### config.mk
export PLATFORM = sky130hd
export DESIGN_NAME = aac_section_data_parser
export DESIGN_NICKNAME = d
export VERILOG_FILES = /design/src/aacsdp_pkg.sv /design/src/aacsdp_front.sv /design/src/aacsdp_cmd_fifo.sv /design/src/aacsdp_back.sv /design/src/aac_section_data_parser.sv
export VERILOG_INCLUDE_DIRS = /design/src /design/src/src
export SDC_FILE = /design/constraint.sdc
export NUM_CORES = 2
export LEC_CHECK = 0
export ABC_AREA = 0
export BUFFER_PORTS_ARGS = -buffer_cell sky130_fd_sc_hd__buf_2
export CAP_MARGIN = 20
export CORE_MARGIN = 2
export CORE_UTILIZATION = 50
export CTS_BUF_LIST = sky130_fd_sc_hd__clkbuf_4
export CTS_CLUSTER_SIZE = 25
export DETAILED_ROUTE_END_ITERATION = 12
export PLACE_DENSITY = 0.65
export REMOVE_ABC_BUFFERS = 1
export SLEW_MARGIN = 30
export SYNTH_ARGS = -nofsm -noshare
export SYNTH_HDL_FRONTEND = slang
export SYNTH_HIERARCHICAL = 1
export SYNTH_SLANG_ARGS = --single-unit
### constraint.sdc
create_clock -name clk -period 16.1 [get_ports clk]
set_input_delay 3.22 -clock clk [delete_from_list [all_inputs] [get_ports clk]]
set_output_delay 3.22 -clock clk [all_outputs]
set_load 0.05 [all_outputs]
### src/aac_section_data_parser_macros.svh
// ----------------------------------------------------------------------------
// aac section data parser assertion macros
// shared property wrappers, clocked on clk and disabled in reset
// ----------------------------------------------------------------------------
`ifndef AAC_SECTION_DATA_PARSER_MACROS_SVH
`define AAC_SECTION_DATA_PARSER_MACROS_SVH

`ifndef SYNTHESIS

`define AACSDP_ASSERT_IMPLY(name, cond, prop) \
    name: assert property (@(posedge clk) disable iff (!rst_n) (cond) |-> (prop)) \
        else $error("aacsdp: same-cycle check failed");

`define AACSDP_ASSERT_NEXT(name, cond, prop) \
    name: assert property (@(posedge clk) disable iff (!rst_n) (cond) |=> (prop)) \
        else $error("aacsdp: next-cycle check failed");

`else

`define AACSDP_ASSERT_IMPLY(name, cond, prop)

`define AACSDP_ASSERT_NEXT(name, cond, prop)

`endif

`endif

### src/aacsdp_pkg.sv
`timescale 1ns / 1ps
// ----------------------------------------------------------------------------
// aacsdp_pkg
// shared types, codes and helpers of the section data parser
// ----------------------------------------------------------------------------
package aacsdp_pkg;

    localparam int GROUPS_DEF      = 8;
    localparam int BANDS_DEF       = 64;
    localparam int QUEUE_DEPTH_DEF = 4;
    localparam int GROUP_SLOTS     = 8;

    localparam int CB_W        = 4;
    localparam int LEN_W_LONG  = 5;
    localparam int LEN_W_SHORT = 3;

    localparam logic [1:0] REQ_BIT   = 2'd0;
    localparam logic [1:0] REQ_QUERY = 2'd1;
    localparam logic [1:0] REQ_START = 2'd2;

    localparam logic [1:0] KIND_SECTION = 2'd0;
    localparam logic [1:0] KIND_QUERY   = 2'd1;
    localparam logic [1:0] KIND_FINISH  = 2'd2;

    localparam logic [1:0] CFG_SHORT_WINDOWS = 2'd0;
    localparam logic [1:0] CFG_WINDOW_GROUPS = 2'd1;
    localparam logic [1:0] CFG_MAX_BANDS     = 2'd2;

    localparam logic [3:0] CB_NOISE     = 4'd13;
    localparam logic [3:0] CB_INTENS_OP = 4'd14;
    localparam logic [3:0] CB_INTENS_IP = 4'd15;

    localparam logic [6:0] LEN_SUM_MAX = 7'd127;
    localparam logic [6:0] SEC_CNT_MAX = 7'd127;

    typedef enum logic [1:0] {
        OP_START   = 2'd0,
        OP_QUERY   = 2'd1,
        OP_SECTION = 2'd2
    } op_t;

    typedef struct packed {
        op_t        op;
        logic [2:0] group;
        logic [5:0] section_index;
        logic [3:0] codebook;
        logic [5:0] start_band;
        logic [6:0] end_band;
        logic       group_done;
        logic [6:0] section_count;
        logic       overflow;
        logic       last;
    } cmd_t;

    function automatic logic signed [1:0] intensity_of(input logic [3:0] cb);
        logic signed [1:0] s;
        begin
            s = 2'sd0;
            if (cb == CB_INTENS_IP)
            begin
                s = 2'sd1;
            end
            else if (cb == CB_INTENS_OP)
            begin
                s = -2'sd1;
            end
            return s;
        end
    endfunction

    function automatic logic noise_of(input logic [3:0] cb);
        return (cb == CB_NOISE);
    endfunction

endpackage

### src/aacsdp_front.sv
`timescale 1ns / 1ps
// ----------------------------------------------------------------------------
// aacsdp_front
// bit parser: takes beats, tracks section fields, queues commands
// ----------------------------------------------------------------------------
module aacsdp_front #(
    parameter int GROUPS = aacsdp_pkg::GROUPS_DEF,
    parameter int BANDS  = aacsdp_pkg::BANDS_DEF
) (
    input  logic               clk,
    input  logic               rst_n,
    input  logic               cfg_we,
    input  logic [1:0]         cfg_index,
    input  logic [5:0]         cfg_data,
    input  logic               in_valid,
    output logic               in_ready,
    input  logic [1:0]         req_type,
    input  logic               stream_bit,
    input  logic [2:0]         query_group,
    input  logic [5:0]         query_band,
    input  logic               queue_full,
    output logic               push,
    output aacsdp_pkg::cmd_t   cmd
);

    typedef enum logic [2:0] {
        PH_IDLE     = 3'b001,
        PH_CODEBOOK = 3'b010,
        PH_LENGTH   = 3'b100
    } phase_t;

    logic       short_reg;
    logic [3:0] groups_cfg_reg;
    logic [5:0] bands_cfg_reg;

    phase_t     phase_reg,   phase_next;
    logic [2:0] group_reg,   group_next;
    logic [6:0] band_reg,    band_next;
    logic [6:0] sec_reg,     sec_next;
    logic [4:0] shift_reg,   shift_next;
    logic [2:0] bits_reg,    bits_next;
    logic [3:0] held_cb_reg, held_cb_next;
    logic [6:0] len_reg,     len_next;

    logic       accept;
    logic [3:0] group_limit;
    logic [6:0] band_limit;
    logic [4:0] shift_in;
    logic [2:0] bits_in;
    logic [2:0] field_w;
    logic [4:0] esc;
    logic [4:0] len_val;
    logic [7:0] sum_wide;
    logic [6:0] sum_sat;
    logic [7:0] end_wide;
    logic       ovf;
    logic [6:0] end_band;
    logic [6:0] sec_inc;
    logic       done;
    logic       last;

    assign in_ready = !queue_full;
    assign accept   = in_valid && in_ready;

    assign group_limit = (groups_cfg_reg > 4'(GROUPS)) ? 4'(GROUPS) : groups_cfg_reg;
    assign band_limit  = ({1'b0, bands_cfg_reg} > 7'(BANDS)) ? 7'(BANDS)
                                                              : {1'b0, bands_cfg_reg};

    assign shift_in = {shift_reg[3:0], stream_bit};
    assign bits_in  = bits_reg + 3'd1;
    assign field_w  = short_reg ? 3'(aacsdp_pkg::LEN_W_SHORT) : 3'(aacsdp_pkg::LEN_W_LONG);
    assign esc      = short_reg ? 5'd7 : 5'd31;
    assign len_val  = short_reg ? {2'b00, shift_in[2:0]} : shift_in;
    assign sum_wide = {1'b0, len_reg} + {3'b000, len_val};
    assign sum_sat  = (sum_wide > {1'b0, aacsdp_pkg::LEN_SUM_MAX}) ? aacsdp_pkg::LEN_SUM_MAX
                                                                  : sum_wide[6:0];
    assign end_wide = {1'b0, band_reg} + {1'b0, sum_sat};
    assign ovf      = end_wide > 8'(BANDS);
    assign end_band = ovf ? 7'(BANDS) : end_wide[6:0];
    assign sec_inc  = (sec_reg < aacsdp_pkg::SEC_CNT_MAX) ? sec_reg + 7'd1 : sec_reg;
    assign done     = end_band >= band_limit;
    assign last     = done && (({1'b0, group_reg} + 4'd1) >= group_limit);

    always_comb
    begin
        phase_next   = phase_reg;
        group_next   = group_reg;
        band_next    = band_reg;
        sec_next     = sec_reg;
        shift_next   = shift_reg;
        bits_next    = bits_reg;
        held_cb_next = held_cb_reg;
        len_next     = len_reg;
        push         = 1'b0;
        cmd          = '0;
        cmd.op       = aacsdp_pkg::OP_START;

        if (accept)
        begin
            unique case (req_type)
                aacsdp_pkg::REQ_START:
                begin
                    group_next   = '0;
                    band_next    = '0;
                    sec_next     = '0;
                    shift_next   = '0;
                    bits_next    = '0;
                    held_cb_next = '0;
                    len_next     = '0;
                    push         = 1'b1;
                    cmd.op       = aacsdp_pkg::OP_START;
                    cmd.last     = (band_limit == 7'd0) || (group_limit == 4'd0);
                    phase_next   = cmd.last ? PH_IDLE : PH_CODEBOOK;
                end
                aacsdp_pkg::REQ_QUERY:
                begin
                    push           = 1'b1;
                    cmd.op         = aacsdp_pkg::OP_QUERY;
                    cmd.group      = query_group;
                    cmd.start_band = query_band;
                end
                aacsdp_pkg::REQ_BIT:
                begin
                    if (phase_reg == PH_CODEBOOK)
                    begin
                        shift_next = shift_in;
                        bits_next  = bits_in;
                        if (bits_in >= 3'(aacsdp_pkg::CB_W))
                        begin
                            held_cb_next = shift_in[3:0];
                            shift_next   = '0;
                            bits_next    = '0;
                            len_next     = '0;
                            phase_next   = PH_LENGTH;
                        end
                    end
                    else if (phase_reg == PH_LENGTH)
                    begin
                        shift_next = shift_in;
                        bits_next  = bits_in;
                        if (bits_in >= field_w)
                        begin
                            shift_next = '0;
                            bits_next  = '0;
                            if (len_val == esc)
                            begin
                                len_next = sum_sat;
                            end
                            else
                            begin
                                len_next          = '0;
                                push              = 1'b1;
                                cmd.op            = aacsdp_pkg::OP_SECTION;
                                cmd.group         = group_reg;
                                cmd.section_index = 6'(sec_inc - 7'd1);
                                cmd.codebook      = held_cb_reg;
                                cmd.start_band    = band_reg[5:0];
                                cmd.end_band      = end_band;
                                cmd.group_done    = done;
                                cmd.section_count = done ? sec_inc : 7'd0;
                                cmd.overflow      = ovf;
                                cmd.last          = last;
                                band_next         = end_band;
                                sec_next          = sec_inc;
                                if (last)
                                begin
                                    phase_next = PH_IDLE;
                                end
                                else if (done)
                                begin
                                    group_next = group_reg + 3'd1;
                                    band_next  = '0;
                                    sec_next   = '0;
                                    phase_next = PH_CODEBOOK;
                                end
                                else
                                begin
                                    phase_next = PH_CODEBOOK;
                                end
                            end
                        end
                    end
                end
                default:
                begin
                end
            endcase
        end
    end

    always_ff @(posedge clk or negedge rst_n)
    begin
        if (!rst_n)
        begin
            short_reg      <= 1'b0;
            groups_cfg_reg <= 4'd1;
            bands_cfg_reg  <= 6'd0;
            phase_reg      <= PH_IDLE;
            group_reg      <= '0;
            band_reg       <= '0;
            sec_reg        <= '0;
            shift_reg      <= '0;
            bits_reg       <= '0;
            held_cb_reg    <= '0;
            len_reg        <= '0;
        end
        else
        begin
            if (cfg_we)
            begin
                unique case (cfg_index)
                    aacsdp_pkg::CFG_SHORT_WINDOWS: short_reg      <= cfg_data[0];
                    aacsdp_pkg::CFG_WINDOW_GROUPS: groups_cfg_reg <= cfg_data[3:0];
                    aacsdp_pkg::CFG_MAX_BANDS:     bands_cfg_reg  <= cfg_data;
                    default:
                    begin
                    end
                endcase
            end
            phase_reg   <= phase_next;
            group_reg   <= group_next;
            band_reg    <= band_next;
            sec_reg     <= sec_next;
            shift_reg   <= shift_next;
            bits_reg    <= bits_next;
            held_cb_reg <= held_cb_next;
            len_reg     <= len_next;
        end
    end

endmodule

### src/aacsdp_cmd_fifo.sv
`timescale 1ns / 1ps
// ----------------------------------------------------------------------------
// aacsdp_cmd_fifo
// short command queue between the bit parser and the table engine
// ----------------------------------------------------------------------------
module aacsdp_cmd_fifo #(
    parameter int DEPTH = aacsdp_pkg::QUEUE_DEPTH_DEF
) (
    input  logic             clk,
    input  logic             rst_n,
    input  logic             push,
    input  aacsdp_pkg::cmd_t push_cmd,
    input  logic             pop,
    output aacsdp_pkg::cmd_t head,
    output logic             full,
    output logic             empty
);

    localparam int PTR_W = (DEPTH > 1) ? $clog2(DEPTH) : 1;
    localparam int CNT_W = $clog2(DEPTH + 1);

    aacsdp_pkg::cmd_t   slot_reg [DEPTH];
    logic [PTR_W-1:0]   wptr_reg, wptr_next;
    logic [PTR_W-1:0]   rptr_reg, rptr_next;
    logic [CNT_W-1:0]   cnt_reg,  cnt_next;
    logic               do_push;
    logic               do_pop;

    assign full    = (cnt_reg == CNT_W'(DEPTH));
    assign empty   = (cnt_reg == '0);
    assign head    = slot_reg[rptr_reg];
    assign do_push = push && !full;
    assign do_pop  = pop && !empty;

    always_comb
    begin
        wptr_next = wptr_reg;
        rptr_next = rptr_reg;
        cnt_next  = cnt_reg;
        if (do_push)
        begin
            wptr_next = (wptr_reg == PTR_W'(DEPTH - 1)) ? '0 : wptr_reg + PTR_W'(1);
        end
        if (do_pop)
        begin
            rptr_next = (rptr_reg == PTR_W'(DEPTH - 1)) ? '0 : rptr_reg + PTR_W'(1);
        end
        if (do_push && !do_pop)
        begin
            cnt_next = cnt_reg + CNT_W'(1);
        end
        else if (do_pop && !do_push)
        begin
            cnt_next = cnt_reg - CNT_W'(1);
        end
    end

    always_ff @(posedge clk)
    begin
        if (do_push)
        begin
            slot_reg[wptr_reg] <= push_cmd;
        end
    end

    always_ff @(posedge clk or negedge rst_n)
    begin
        if (!rst_n)
        begin
            wptr_reg <= '0;
            rptr_reg <= '0;
            cnt_reg  <= '0;
        end
        else
        begin
            wptr_reg <= wptr_next;
            rptr_reg <= rptr_next;
            cnt_reg  <= cnt_next;
        end
    end

endmodule

### src/aacsdp_back.sv
`timescale 1ns / 1ps
`include "aac_section_data_parser_macros.svh"
// ----------------------------------------------------------------------------
// aacsdp_back
// table engine: fills the band table, answers queries, drives result beats
// ----------------------------------------------------------------------------
module aacsdp_back #(
    parameter int GROUPS = aacsdp_pkg::GROUPS_DEF,
    parameter int BANDS  = aacsdp_pkg::BANDS_DEF
) (
    input  logic             clk,
    input  logic             rst_n,
    input  aacsdp_pkg::cmd_t head,
    input  logic             empty,
    output logic             pop,
    output logic             m_tvalid,
    input  logic             m_tready,
    output logic [39:0]      m_tdata,
    output logic [1:0]       m_tuser,
    output logic             m_tlast
);

    localparam int DEPTH  = GROUPS * BANDS;
    localparam int ADDR_W = (DEPTH > 1) ? $clog2(DEPTH) : 1;

    typedef enum logic [3:0] {
        B_IDLE  = 4'b0001,
        B_FILL  = 4'b0010,
        B_QUERY = 4'b0100,
        B_EMIT  = 4'b1000
    } bstate_t;

    bstate_t          state_reg, state_next;
    aacsdp_pkg::cmd_t cmd_reg,   cmd_next;
    logic [6:0]       band_reg,  band_next;
    logic             hit_reg,   hit_next;
    logic [6:0]       fill_reg [aacsdp_pkg::GROUP_SLOTS];

    logic [3:0]       mem [DEPTH];
    logic [3:0]       rd_data_reg;
    logic             rd_en;
    logic [ADDR_W-1:0] rd_addr;
    logic             wr_en;
    logic [ADDR_W-1:0] wr_addr;

    logic             out_free;
    logic             emit;
    logic             fill_clear;
    logic             m_tvalid_reg, m_tvalid_next;
    logic [39:0]      data_reg;
    logic [1:0]       user_reg;
    logic             last_reg;

    logic             head_hit;
    logic [1:0]       r_kind;
    logic [2:0]       r_group;
    logic [5:0]       r_sidx;
    logic [3:0]       r_cb;
    logic [5:0]       r_start;
    logic [6:0]       r_end;
    logic             r_done;
    logic [6:0]       r_count;
    logic             r_ovf;

    assign out_free = !m_tvalid_reg || m_tready;
    assign head_hit = ({1'b0, head.group} < 4'(GROUPS))
                   && ({1'b0, head.start_band} < 7'(BANDS))
                   && ({1'b0, head.start_band} < fill_reg[head.group]);
    assign rd_addr  = ADDR_W'(int'(head.group) * BANDS + int'(head.start_band));
    assign wr_addr  = ADDR_W'(int'(cmd_reg.group) * BANDS + int'(band_reg));

    always_comb
    begin
        state_next = state_reg;
        cmd_next   = cmd_reg;
        band_next  = band_reg;
        hit_next   = hit_reg;
        pop        = 1'b0;
        rd_en      = 1'b0;
        wr_en      = 1'b0;
        emit       = 1'b0;
        fill_clear = 1'b0;

        unique case (state_reg)
            B_IDLE:
            begin
                if (!empty)
                begin
                    pop      = 1'b1;
                    cmd_next = head;
                    unique case (head.op)
                        aacsdp_pkg::OP_START:
                        begin
                            fill_clear = 1'b1;
                            state_next = head.last ? B_EMIT : B_IDLE;
                        end
                        aacsdp_pkg::OP_QUERY:
                        begin
                            hit_next   = head_hit;
                            rd_en      = head_hit;
                            state_next = B_QUERY;
                        end
                        aacsdp_pkg::OP_SECTION:
                        begin
                            band_next  = {1'b0, head.start_band};
                            state_next = ({1'b0, head.start_band} == head.end_band) ? B_EMIT
                                                                                    : B_FILL;
                        end
                        default:
                        begin
                            state_next = B_IDLE;
                        end
                    endcase
                end
            end
            B_FILL:
            begin
                wr_en     = 1'b1;
                band_next = band_reg + 7'd1;
                if (band_reg + 7'd1 == cmd_reg.end_band)
                begin
                    state_next = B_EMIT;
                end
            end
            B_QUERY:
            begin
                state_next = B_EMIT;
            end
            B_EMIT:
            begin
                if (out_free)
                begin
                    emit       = 1'b1;
                    state_next = B_IDLE;
                end
            end
            default:
            begin
                state_next = B_IDLE;
            end
        endcase
    end

    always_comb
    begin
        r_kind  = aacsdp_pkg::KIND_FINISH;
        r_group = '0;
        r_sidx  = '0;
        r_cb    = '0;
        r_start = '0;
        r_end   = '0;
        r_done  = 1'b0;
        r_count = '0;
        r_ovf   = 1'b0;
        unique case (cmd_reg.op)
            aacsdp_pkg::OP_QUERY:
            begin
                r_kind  = aacsdp_pkg::KIND_QUERY;
                r_group = cmd_reg.group;
                r_cb    = hit_reg ? rd_data_reg : 4'd0;
                r_start = cmd_reg.start_band;
            end
            aacsdp_pkg::OP_SECTION:
            begin
                r_kind  = cmd_reg.last ? aacsdp_pkg::KIND_FINISH : aacsdp_pkg::KIND_SECTION;
                r_group = cmd_reg.group;
                r_sidx  = cmd_reg.section_index;
                r_cb    = cmd_reg.codebook;
                r_start = cmd_reg.start_band;
                r_end   = cmd_reg.end_band;
                r_done  = cmd_reg.group_done;
                r_count = cmd_reg.section_count;
                r_ovf   = cmd_reg.overflow;
            end
            default:
            begin
            end
        endcase
    end

    always_comb
    begin
        m_tvalid_next = m_tvalid_reg;
        if (emit)
        begin
            m_tvalid_next = 1'b1;
        end
        else if (m_tready)
        begin
            m_tvalid_next = 1'b0;
        end
    end

    // band table
    always_ff @(posedge clk)
    begin
        if (wr_en)
        begin
            mem[wr_addr] <= cmd_reg.codebook;
        end
        if (rd_en)
        begin
            rd_data_reg <= mem[rd_addr];
        end
    end

    // result beat payload
    always_ff @(posedge clk)
    begin
        if (emit)
        begin
            data_reg <= {3'b000, r_ovf, r_count, aacsdp_pkg::noise_of(r_cb),
                         aacsdp_pkg::intensity_of(r_cb), r_end, r_start, r_cb,
                         r_sidx, r_group};
            user_reg <= r_kind;
            last_reg <= r_done;
        end
    end

    always_ff @(posedge clk or negedge rst_n)
    begin
        if (!rst_n)
        begin
            state_reg    <= B_IDLE;
            cmd_reg      <= '0;
            band_reg     <= '0;
            hit_reg      <= 1'b0;
            m_tvalid_reg <= 1'b0;
            for (int i = 0; i < aacsdp_pkg::GROUP_SLOTS; i++)
            begin
                fill_reg[i] <= '0;
            end
        end
        else
        begin
            state_reg    <= state_next;
            cmd_reg      <= cmd_next;
            band_reg     <= band_next;
            hit_reg      <= hit_next;
            m_tvalid_reg <= m_tvalid_next;
            if (fill_clear)
            begin
                for (int i = 0; i < aacsdp_pkg::GROUP_SLOTS; i++)
                begin
                    fill_reg[i] <= '0;
                end
            end
            else if (emit && (cmd_reg.op == aacsdp_pkg::OP_SECTION))
            begin
                fill_reg[cmd_reg.group] <= cmd_reg.end_band;
            end
        end
    end

    assign m_tvalid = m_tvalid_reg;
    assign m_tdata  = data_reg;
    assign m_tuser  = user_reg;
    assign m_tlast  = last_reg;

    `AACSDP_ASSERT_IMPLY(a_fill_in_range, state_reg == B_FILL, (cmd_reg.op == aacsdp_pkg::OP_SECTION) && (band_reg < cmd_reg.end_band))
    `AACSDP_ASSERT_NEXT(a_query_to_emit, state_reg == B_QUERY, state_reg == B_EMIT)
    `AACSDP_ASSERT_IMPLY(a_pop_only_idle, pop, (state_reg == B_IDLE) && !empty)

endmodule

### src/aac_section_data_parser.sv
`timescale 1ns / 1ps
// ----------------------------------------------------------------------------
// aac_section_data_parser
// section data parser with band codebook table and query port
// ----------------------------------------------------------------------------
// A bit beat is taken every cycle while the four-entry command queue has room;
// the parser itself never stalls. Each section then occupies the table engine
// with one write per band and then issues its record; a query reads the table
// through a registered read before its result beat, and a start is handled in
// idle, going to emit only when it answers at once with a finish beat. The band
// table needs no clearing pass: per-group fill counts mark which bands hold
// data of the current parse, so a start is taken at once.
// ----------------------------------------------------------------------------
module aac_section_data_parser #(
    parameter int GROUPS      = aacsdp_pkg::GROUPS_DEF,
    parameter int BANDS       = aacsdp_pkg::BANDS_DEF,
    parameter int QUEUE_DEPTH = aacsdp_pkg::QUEUE_DEPTH_DEF
) (
    input  logic        clk,
    input  logic        rst_n,
    input  logic        cfg_we,
    input  logic [1:0]  cfg_index,
    input  logic [5:0]  cfg_data,
    input  logic        s_tvalid,
    output logic        s_tready,
    // stream_bit[0], query_group[3:1], query_band[9:4], zero[15:10]
    input  logic [15:0] s_tdata,
    // req_type[1:0]
    input  logic [1:0]  s_tuser,
    output logic        m_tvalid,
    input  logic        m_tready,
    // group_index[2:0], section_index[8:3], codebook[12:9], start_band[18:13],
    // end_band[25:19], intensity_sign[27:26], noise_band[28],
    // section_count[35:29], overflow[36], zero[39:37]
    output logic [39:0] m_tdata,
    // result_kind[1:0]
    output logic [1:0]  m_tuser,
    // group_done
    output logic        m_tlast
);

    aacsdp_pkg::cmd_t push_cmd;
    aacsdp_pkg::cmd_t head;
    logic             push;
    logic             pop;
    logic             full;
    logic             empty;

    aacsdp_front #(
        .GROUPS (GROUPS),
        .BANDS  (BANDS)
    ) u_front (
        .clk         (clk),
        .rst_n       (rst_n),
        .cfg_we      (cfg_we),
        .cfg_index   (cfg_index),
        .cfg_data    (cfg_data),
        .in_valid    (s_tvalid),
        .in_ready    (s_tready),
        .req_type    (s_tuser),
        .stream_bit  (s_tdata[0]),
        .query_group (s_tdata[3:1]),
        .query_band  (s_tdata[9:4]),
        .queue_full  (full),
        .push        (push),
        .cmd         (push_cmd)
    );

    aacsdp_cmd_fifo #(
        .DEPTH (QUEUE_DEPTH)
    ) u_fifo (
        .clk      (clk),
        .rst_n    (rst_n),
        .push     (push),
        .push_cmd (push_cmd),
        .pop      (pop),
        .head     (head),
        .full     (full),
        .empty    (empty)
    );

    aacsdp_back #(
        .GROUPS (GROUPS),
        .BANDS  (BANDS)
    ) u_back (
        .clk      (clk),
        .rst_n    (rst_n),
        .head     (head),
        .empty    (empty),
        .pop      (pop),
        .m_tvalid (m_tvalid),
        .m_tready (m_tready),
        .m_tdata  (m_tdata),
        .m_tuser  (m_tuser),
        .m_tlast  (m_tlast)
    );

endmodule

==> results.txt <==
The flip-flop and latch count after synthesis is between 2k and 2.5k. The width of the die came out at ~450 um. The number of unique standard cell types used by synthesis is 93. The global-route wire length before repair is 347,000 um. The share of the synthesized area in the top cell type is 0.685.

The core region area is approximately 0.2 sq mm. The final standard cell area without fillers is roughly 0.11 sq mm. The later-pin clock latency in the skew report is approximately 1.4 ns.

STA classifies the critical path endpoint as a register. The average cell area after synthesis came out at 17.7 sq um. The number of setup violations in the final report came out at 0.

The critical path is of the in -> reg type. The final worst setup slack is 8.68 ns. The tightest min-delay check is of the reg -> reg type. Together, buffers and inverters on the worst path number 1. For this block, the via count after detailed routing is 53.6k.

The number of antenna-violating nets in the routed design came out at 0. In the global route stage, overall resource usage came out at 0.234. The TritonCTS buffer count is approximately 600. The data arrival at the endpoint of the critical path came out at a little under 9 ns.

The worst-case setup slack after placement is 7.36 ns. The post-route setup TNS is 0 ns. The biggest area contributor in the post-synthesis netlist is sky130_fd_sc_hd__edfxtp_1. By instance count, the leading cell after synthesis is sky130_fd_sc_hd__edfxtp_1. After detailed routing, the total wire length is 234,000 um. The number of cells after detailed placement came out at approximately 8k. The final layout contains 6,067 nets.

The number of buffers inserted to repair setup after CTS is 0. In the final routed layout, each cell accounts on average for around 26 um. Setup repair after global routing left no endpoint under its margin. By area the synthesized netlist is led by sky130_fd_sc_hd__edfxtp_1, sky130_fd_sc_hd__mux4_2, sky130_fd_sc_hd__mux2i_1. The tree is rooted in a sky130_fd_sc_hd__clkbuf_4.

The clock slew seen by the registers of the worst setup and hold paths came out at 0.06 ns. After synthesis, the share of flip-flops with an asynchronous set or reset is 0.0677. The static leakage power is between 0.03 and 0.04 uW.

The iteration count of the initial detailed-routing pass came out at 6. The chip height came out at approximately 450 um. The worst setup path is launched from an input pin. The number of sinks on the clock net came out at 2,407.

The count of hold buffers inserted by post-cts repair is 0. The post-cts sizing count came out at 0. The total DRC errors in the routed layout came out at 0.

The final non-filler cell total came out at 8,990. The share of the Yosys chip area taken by registers is 0.727. The number of I/O pins came out at 76. For the worst setup path, the data required time is 17.35 ns. The multi-input combinational cells in the finished layout cover a total of 0.0245 sq mm. The total of warnings raised by yosys is 6. In the final layout, flip-flops and latches occupy 0.0715 sq mm.

The run finished with clean final reports. In the global route stage, met1 resource usage came out at 0.312. The clock period could shrink to 7.42 ns. The slew of the pin with the lowest slew margin came out at 1.01 ns. For this run the aggregate overflow at the end of global routing stands at 0. The most crowded layer after global routing is met2. The maximum fanout count along the critical path is 11.

The via count of the first global-routing pass came to 54.9k. The synthesized design contains approximately 2.2k enable-type register cells. Power spread over the standard cell area amounts to 175 mW/mm^2. The total count of hold-check failures in the final report came out at 0. The layout-stage area growth over the synthesis result came out at 9.72%.

The cell area reported after detailed placement came out at around 0.1 sq mm. The dominant synthesized flop cell is sky130_fd_sc_hd__edfxtp_1. Traced cell by cell, the critical path runs through buf_2, ha_1, fa_1, a21o_1, a21oi_1, nor2b_1, o21ai_0, xor2_1, nand2_1, ha_1, nand4_1, a21oi_1, nor4_1, a2bb2oi_2, o21a_1, nand2b_1, ha_1, nand2b_1, a21o_1, a21oi_1, o21ai_0, o21ai_1, nand2_1, o21ai_0. The initial antenna violation count was 6. The flip-flop count of the largest register, all copies and words added came out at between 2k and 2.5k. For this run, the top clock speed supported by timing is 0.135 GHz.

The global routing usage on met3 came out at 0.0554. Among cell families on the critical path, the largest total delay comes from compound AO/OA/AOI/OAI gates. Entering global routing, the biggest net connects approximately 230 pins. The violation count after the first detailed-routing iteration is 5,190. In the synthesized netlist, the cells that appear most often are sky130_fd_sc_hd__edfxtp_1, sky130_fd_sc_hd__nor2_1, sky130_fd_sc_hd__mux2i_1. The final count of pins violating max slew is 0. The period utilization came out at 0.461. The global routing met2 resource utilization is 0.375. The area of the die came out at 0.200 sq mm. The vias per cell is 5.97. The largest individual stage delay along the critical path comes from the cell sky130_fd_sc_hd__o21ai_1. After synthesis the cells add up to 0.0984 sq mm.

During placement, the flow inserted port buffers numbering 66. The placed wire-length estimate after detailed placement came out at roughly 140,000 um. TritonCTS built the clock tree.

In the final layout, the share of cells above drive strength 1 is 0.241. Clock skew on the completed layout was measured at 0.0780 ns. The power consumption is about 19,000 uW. The biggest cell delay along the critical path is 0.66 ns.

The maximum count of clock buffers along a single path is 4. The worst-case IR drop observed on VDD is around 0.16 mV. The global placement routability congestion is between 0.8 and 0.9. Fill cells in the final layout number 15.3k. The reported max-cap violation count came out at 0.

The starting density of the core is 0.504. The H-tree depth is 6. After technology mapping, the gate count stands at 5,556. The row count came out at 162. The worst slew slack as a fraction of its limit came out at 0.316.
==> worst paths after layout <==
kind / startpoint / to / slack [ns] / depth (start not counted)
worst max register to register: u_fifo/rptr_reg[1] / u_back/rd_data_reg[0] / 9.33 / 13
worst min register to register: u_back/cmd_reg[3] / u_back/cmd_reg[3] / 0.47 / 2
worst max-delay path: s_tdata[0] / u_front/sec_reg[0] / 8.68 / 24
max in group asynchronous: rst_n / u_back/cmd_reg[37] / 12.94 / 2
min in group asynchronous: rst_n / u_front/band_reg[4] / 1.91 / 1
worst min-delay path: u_back/cmd_reg[3] / u_back/cmd_reg[3] / 0.47 / 2
==> final cells by class <==
cell class              count  share of cell area
diodes                      6            0.000139
clock buffers             877              0.0610
clock inverters           115             0.00604
inverters                  39             0.00144
multi-input cells        2760               0.227
flip-flops and latches   2407               0.662
well taps                2624              0.0304
repair buffers            162              0.0115
==> worst min-delay path, stage by stage, from the launching register on <==
cell and delay (ns):
sky130_fd_sc_hd__dfrtp_1 0.33, sky130_fd_sc_hd__nand2_1 0.05, sky130_fd_sc_hd__nand2_1 0.05
==> cells by family (layout without fill, tap and decap cells) <==
family / after synthesis / after routing / synth area share
fa+ha+maj: 56 / 56 / 0.00735
mux: 875 / 875 / 0.141
flops: 2407 / 2407 / 0.727
simple gates: 1188 / 1188 / 0.0516
compound gates: 600 / 600 / 0.0436
xor+xnor: 38 / 38 / 0.00338
other cells: 1 / 9 / 0.0000381
buf+inv: 391 / 1193 / 0.0259
==> routing by layer <==
metal  wire [um]  up-vias
li1            -    23409
met2      114000     2354
met3       19400      431
met1       93400    27444
met5           8        -
met4        7520        2
==> stage by stage <==
step            util  hold WS (ns)
6_report       0.553         0.468
5_1_grt        0.553         0.497
4_1_cts        0.552         0.476
3_5_place_dp   0.515         0.460
3_3_place_gp   0.515         0.455
2_1_floorplan      -         0.438
==> placed cells by master, fill, tap and decap left out, types with 18 or more instances in the layout <==
| cell | n |
|---|---|
| sky130_fd_sc_hd__a21oi_1 | 112 |
| sky130_fd_sc_hd__a22oi_1 | 24 |
| sky130_fd_sc_hd__and2_1 | 37 |
| sky130_fd_sc_hd__and3_1 | 22 |
| sky130_fd_sc_hd__buf_2 | 65 |
| sky130_fd_sc_hd__buf_4 | 80 |
| sky130_fd_sc_hd__clkbuf_4 | 877 |
| sky130_fd_sc_hd__clkinv_1 | 92 |
| sky130_fd_sc_hd__dfrtp_1 | 155 |
| sky130_fd_sc_hd__edfxtp_1 | 2244 |
| sky130_fd_sc_hd__ha_1 | 53 |
| sky130_fd_sc_hd__inv_1 | 35 |
| sky130_fd_sc_hd__mux2_2 | 29 |
| sky130_fd_sc_hd__mux2i_1 | 445 |
| sky130_fd_sc_hd__mux4_1 | 35 |
| sky130_fd_sc_hd__mux4_2 | 359 |
| sky130_fd_sc_hd__nand2_1 | 213 |
| sky130_fd_sc_hd__nand3_1 | 30 |
| sky130_fd_sc_hd__nor2_1 | 695 |
| sky130_fd_sc_hd__nor2b_1 | 23 |
| sky130_fd_sc_hd__nor3_1 | 41 |
| sky130_fd_sc_hd__nor4_1 | 18 |
| sky130_fd_sc_hd__o21ai_0 | 73 |
| sky130_fd_sc_hd__o221ai_1 | 165 |
| sky130_fd_sc_hd__o22ai_1 | 82 |
| sky130_fd_sc_hd__xnor2_1 | 18 |
| sky130_fd_sc_hd__xor2_1 | 20 |
==> where the power goes <==
group	switching, uW	internal [uW]
Sequential	208	7780
Combinational	3920	2070
Clock	2330	2600
No activity file was read; power rests on OpenSTA's default activity.
